<file path="config.mk">
export PLATFORM = sky130hd
export DESIGN_NAME = prq_thread_store
export DESIGN_NICKNAME = d
export VERILOG_FILES = /design/src/rtl/core/prq_pkg.sv /design/src/rtl/core/prq_thread_store.sv
export SDC_FILE = /design/constraint.sdc
export NUM_CORES = 1
export LEC_CHECK = 0
export BUFFER_PORTS_ARGS = -buffer_cell sky130_fd_sc_hd__buf_2
export CAP_MARGIN = 25
export CORE_ASPECT_RATIO = 1.5
export CORE_MARGIN = 3
export CORE_UTILIZATION = 59
export CTS_CLUSTER_SIZE = 20
export DETAILED_ROUTE_END_ITERATION = 6
export GPL_TIMING_DRIVEN = 0
export HOLD_SLACK_MARGIN = 0.15
export MAX_ROUTING_LAYER = met4
export PLACE_DENSITY = 0.84
export SYNTH_ARGS = -nofsm -noshare
export SYNTH_HDL_FRONTEND = slang
export SYNTH_SLANG_ARGS = --single-unit
</file>
<file path="constraint.sdc">
create_clock -name clock -period 5.19 [get_ports clock]
set_input_delay 0 -clock clock [delete_from_list [all_inputs] [get_ports clock]]
set_output_delay 0 -clock clock [all_outputs]
set_load 0.1 [all_outputs]
</file>
<file path="src/rtl/core/prq_pkg.sv">
// Package for the priority ready queue scheduler.
// Holds the transaction payload types, operation and status codes, the
// controller state type and the command bundle for the thread entry store.
package prq_pkg;

   localparam int OP_W      = 2;
   localparam int TID_W     = 6;
   localparam int PRIO_W    = 4;
   localparam int STATUS_W  = 2;
   // Widest thread index the entry store can be built with.
   localparam int IDX_MAX_W = 8;

   typedef enum logic [OP_W-1:0] {
      OP_ADD  = 2'd0,
      OP_PICK = 2'd1,
      OP_PARK = 2'd2
   } op_type;

   typedef enum logic [STATUS_W-1:0] {
      ST_OK       = 2'd0,
      ST_EMPTY    = 2'd1,
      ST_BAD_PRIO = 2'd2,
      ST_DUP      = 2'd3
   } status_type;

   typedef enum logic [1:0] {
      S_IDLE,
      S_LEVEL,
      S_ENTRY,
      S_REPLY
   } state_type;

   typedef struct packed {
      logic [OP_W-1:0]   operation;
      logic [TID_W-1:0]  thread_id;
      logic [PRIO_W-1:0] priority_req;
      logic              thread_idle;
      logic              thread_running;
   } req_type;

   typedef struct packed {
      logic [STATUS_W-1:0] status;
      logic [TID_W-1:0]    picked_thread;
      logic                picked_idle;
      logic                switched;
   } rsp_type;

   // One access to the entry memory per cycle plus a queued-flag update.
   typedef struct packed {
      logic                 rd_en;
      logic                 link_we;
      logic                 idle_we;
      logic [IDX_MAX_W-1:0] addr;
      logic [IDX_MAX_W-1:0] link;
      logic                 idle;
      logic                 q_set;
      logic                 q_clr;
      logic [IDX_MAX_W-1:0] q_addr;
   } thread_cmd_type;

   typedef struct packed {
      logic                 queued;
      logic [IDX_MAX_W-1:0] link;
      logic                 idle;
   } thread_rsp_type;

endpackage

</file>
<file path="src/rtl/core/prq_thread_store.sv">
// Per-thread storage: link and idle mark in one synchronous memory,
// plus the queued flags in flip-flops. Uses prq_pkg command types.
module prq_thread_store #(
   parameter int MAX_THREADS = 64
) (
   input  logic                    clock,
   input  logic                    reset,
   input  prq_pkg::thread_cmd_type cmd,
   output prq_pkg::thread_rsp_type rsp
);

   localparam int IDX_W = $clog2(MAX_THREADS);

   // Each word holds {link, idle}; the two fields are written separately.
   logic [IDX_W:0]           entry_mem [MAX_THREADS];
   logic [IDX_W:0]           rd_ff;
   logic [MAX_THREADS-1:0]   queued_ff;
   logic [IDX_W-1:0]         addr;
   logic [IDX_W-1:0]         q_idx;
   logic                     q_in_range;

   assign addr       = cmd.addr[IDX_W-1:0];
   assign q_idx      = cmd.q_addr[IDX_W-1:0];
   assign q_in_range = (32'(cmd.q_addr) < MAX_THREADS);

   always_ff @(posedge clock) begin
      if (cmd.link_we) begin
         entry_mem[addr][IDX_W:1] <= cmd.link[IDX_W-1:0];
      end
      if (cmd.idle_we) begin
         entry_mem[addr][0] <= cmd.idle;
      end
      if (cmd.rd_en) begin
         rd_ff <= entry_mem[addr];
      end
   end

   always_ff @(posedge clock) begin
      if (reset) begin
         queued_ff <= '0;
      end else if (cmd.q_set) begin
         queued_ff[q_idx] <= 1'b1;
      end else if (cmd.q_clr) begin
         queued_ff[q_idx] <= 1'b0;
      end
   end

   assign rsp.queued = q_in_range ? queued_ff[q_idx] : 1'b0;
   assign rsp.link   = prq_pkg::IDX_MAX_W'(rd_ff[IDX_W:1]);
   assign rsp.idle   = rd_ff[0];

endmodule

</file>
# == After elaboration in Yosys (flattened, before gate mapping) ==
# Memory sizes are Yosys's and may differ from the RTL's. A register that Yosys moved wholly into a read port is not among the register bits.
# Cells that the tools add are included.
# totals
regBits,64
ram_bits,448
in_bits,32
out_inout_bits,10
word_cells,21
mem_count,1
# memory_table
name,words,word_bits,rd,rd_ports_with_merged_regs,wr,line,text
entry_mem,64,7,1,1,1,prq_thread_store.sv:15,logic [IDX_W:0] entry_mem [MAX_THREADS];
# op_classes
n_lt_le_gt_ge,3
n_mux,11
bitwise,3
n_reduce_logical,2
# ops
cell,n
64-bit two-way mux,2
64-bit AND,1
64-bit NOT,1
64-bit OR,1
8-bit by 7-bit less-than comparator with 1-bit output (second input constant),1
6-bit by 7-bit less-than comparator with 1-bit output (second input constant),1
1-bit two-way mux,7
1-bit binary-select mux with 6-bit select,1
1-bit demux with 6-bit select,1
6-bit by 1-bit greater-or-equal comparator with 1-bit output (second input constant),1
2-bit nonzero test,1
1-bit logical AND,1

# == Longest topological paths before layout ==
# depth
depth_word,8
mapped_depth,10

# == Worst setup path after synthesis ==
# OpenSTA, ideal clock, no wires.
# synth_path
path_type,in2out
start,in cmd[5] (netlist name)
end,out rsp[9] (netlist name)
arrival_ns,3.554
setup_slack_ns,1.636
stages,7
path_buffers,2
path_cell_list,clkbuf_1 > or3b_2 > clkbuf_1 > a21oi_1 > and4_1 > a211oi_1 > a311oi_1
# synth_lines
element,line,text
start: declaration,prq_thread_store.sv:8,"input prq_pkg::thread_cmd_type cmd,"
end: declaration,prq_thread_store.sv:9,output prq_pkg::thread_rsp_type rsp

# == Worst setup path in the final report ==
# layout_path
start,in cmd[19] (netlist name)
end,mem entry_mem[52][3] (netlist name) (enable)
# layout_lines
element,line
end: declaration,prq_thread_store.sv:15
# No word-level cell before the write port.

==> impl_metrics.toml <==
[outcome]
status = "completed"

[grt]
use_met3_pct = 6.11
grt_pass1_wl_um = 93500
grt_pass1_vias = 14400
grt_max_degree = 65
overflow = 0
grt_antenna_before_repair = 0
met2_usage_pct = 56.9
use_met1_pct = 37.9
grt_use_total_pct = 34.6
gr-max-usage-layer = "met2"

[clock_network]
cts_resized = 0
clk_latency_ns = 0.57
numCtsBuffers = 47
post-cts-setup-buffer-count = 0
cts_root_buffer = "clkbuf_16"
cts_max_path_buffers = 3
clk_pin_slew_ns = 0.06
htreeDepth = 2
cts_sinks = 519
holdBufCountCts = 16
cts_tree = "done"

[synthesis]
seq_area_frac_synth_pct = 69.7
synth-edff-count = 455
avgSynthCellArea_um2 = 14.5
async_reset_ff_share_pct = 0
yosys_warnings = 0
synth_area_um2 = 21400
synth_cells = 1483
ys_seq_elements = 519
synth.distinct_cells = 57
synth-main-ff-cell = "edfxtp_1"

[setup_path]
path_buf_inv = 5
crit_path_max_fanout = 10
crit_top_cell = "buf_2"
r2r_cells = 5
max_stage_delay_ns = 0.82
cp.depth = 8
cp_cell_sequence = "buf_2 -> buf_6 -> nor2_1 -> buf_2 -> buf_2 -> buf_2 -> nand3_1 -> nor2_1"
startpoint_type = "primary input"
cp.required_ns = 5.39
end_kind = "flop"
timing.rr.start = "entry_mem[44][4]"
cp_slowest_cell = "nor2_1"
reg2reg_to = "rd_ff[4]"
cp.arrival_ns = 3.57
rrSetupSlack_ns = 2.78
critPathTopFamily = "simple AND/OR/NAND/NOR gates"
criticalPathCategory = "in2reg"

[power_and_ir_drop]
swShare_pct = 22.5
p_int_uw = 6920
combinationalPowerShare_pct = 7.3
p_clk_share_pct = 41.4
peakVddDrop_mv = 0.284
power_leakage_uw = 0.00769
p_seq_share_pct = 51.3
p_switching_uw = 2000
p_per_area_nw_per_um2 = 370

[floorplanning]
die_height_um = 239
die_w_um = 162
row_count = 84
initial_core_util_pct = 60.5
ios = 42
dieArea_um2 = 38700
coreArea_um2 = 35400

[detailed_routing]
routed_wirelength_um = 64600
routedWlPerCell_um = 30.8
ant_nets = 0
drt_iter0_markers = 1966
drc = 0
dr.pass1.iters = 6
via_per_inst = 6.92
dr_total_vias = 14500

[worst_hold_path]
min_path_cells = 2
hold_class = "in2reg"
min_to = "entry_mem[25][0]"
min_from = "cmd[10]"

[placement]
io_buffers = 28
place_congestion = 1.03
place_hpwl_um = 43100

[final_layout]
fin_util_pct = 68.1
nets = 1618
drive_gt1_share_pct = 14.1
syn_to_final_growth_pct = 12.5

[sta]
drv_slew = 0
hold_viol = 0
rsz0062_at_grt = "no"
hold_slack_ns = 0.197
finalSetupTns_ns = 0
post-route-period-util_pct = 65.1
slew_headroom_pct = 27.9
finalCriticalPeriod_ns = 3.38
fin_skew_ns = 0.0132
setup_viol = 0
clock.fmax_mhz = 296
tightest_slew_ns = 1.08

[run]
cap_violations = 0
==> cell families (layout without fill, tap and decap cells) <==
group | count (synthesis) | in the layout | synth area share, %
AO/OA/AOI/OAI | 257 | 257 | 8.94
buffers and inverters | 124 | 263 | 2.72
flip-flops | 519 | 519 | 69.7
multiplexers | 151 | 151 | 9.16
other | 1 | 3 | 0.0175
AND/OR/NAND/NOR | 431 | 431 | 9.44
==> layout by cell type (no fill, tap or decap), types with 6 or more instances in the layout <==
cell type and count:
clkbuf_1 67, nand4_1 11, or3b_2 17, mux4_2 35, nand3_1 28, a221oi_1 71
buf_12 7, buf_4 7, o22ai_1 26, nand2b_1 8, buf_1 8, nor3_1 10
dlygate4sd3_1 18, clkinv_1 8, buf_2 71, o22a_1 12, a21oi_1 43, a221o_1 14
a22o_1 7, o21ai_0 25, bufinv_16 8, a22oi_1 19, mux2_2 12, o221ai_1 6
nand2_1 41, nor2_1 252, edfxtp_1 455, dfxtp_1 64, clkbuf_16 49, or4_1 7
a211oi_1 15, mux2i_1 104, nand3b_1 24, nor2b_1 10
==> metrics by stage <==
stage | std cells | power [µW] | worst slack (ns) | instance area, µm²
2_1_floorplan | 1484 | 5010 | 1.64 | 21400
3_3_place_gp | 1985 | 5260 | 1.49 | 22200
3_5_place_dp | 1990 | 5280 | 1.46 | 22300
4_1_cts | 2092 | 8880 | 2.01 | 24100
5_1_grt | 2096 | 9070 | 1.95 | 24100
6_report | 2097 | 8920 | 1.81 | 24100
==> synthesized netlist by cell type, types with 25 or more instances <==
master	instances	area share, %
mux2i_1	104	4.9
a21oi_1	43	1.0
edfxtp_1	455	64
nand2_1	41	0.72
dfxtp_1	64	6.0
o21ai_0	25	0.58
clkbuf_1	57	1.0
nor2_1	252	4.4
mux4_2	35	3.7
a221oi_1	71	2.9
buf_2	43	1.0
nand3_1	28	0.65
o22ai_1	26	0.76
==> how the worst max path moves through the flow <==
stage | from | to | slack, ns
detailed placement | cmd[19] | entry_mem[52][3] | 1.46
finish | cmd[19] | entry_mem[52][3] | 1.81
floorplan | cmd[5] | rsp[9] | 1.64
global route | cmd[19] | entry_mem[52][3] | 1.95
global placement | cmd[19] | entry_mem[52][5] | 1.49
CTS | cmd[19] | entry_mem[52][3] | 2.01
==> power by group through the flow <==
stage | registers (µW) | logic [µW] | clock network [µW]
3_3_place_gp | 4670 | 592 | 0
2_1_floorplan | 4710 | 305 | 0
5_1_grt | 4580 | 666 | 3830
3_5_place_dp | 4670 | 611 | 0
4_1_cts | 4580 | 624 | 3680
6_report | 4580 | 649 | 3690
==> worst register-to-register path, stage by stage, from the launching register on <==
cell,delay [ns]
edfxtp_1,0.38
mux4_2,0.51
mux2i_1,0.36
o22ai_1,0.27
nor4_1,0.42
nand4_1,0.18
==> final cells by class <==
class	instances	area, µm²
antenna	1	2.50
timing repair buffer	53	460
buffer	120	568
multi-input combinational	841	5910
clock inverter	24	324
clock buffer	62	1310
tap	473	592
sequential	519	14900
inverter	4	15.0
fill	2379	11300
==> layer usage <==
metal | routed length (µm) | vias up | part of all wire [%]
met5 | 0 | - | 0
met4 | 6150 | 0 | 9.5
met3 | 6630 | 348 | 10
met2 | 31800 | 1137 | 49
met1 | 20000 | 7057 | 31
li1 | - | 5961 | -
(Power assumes the default switching activity.)
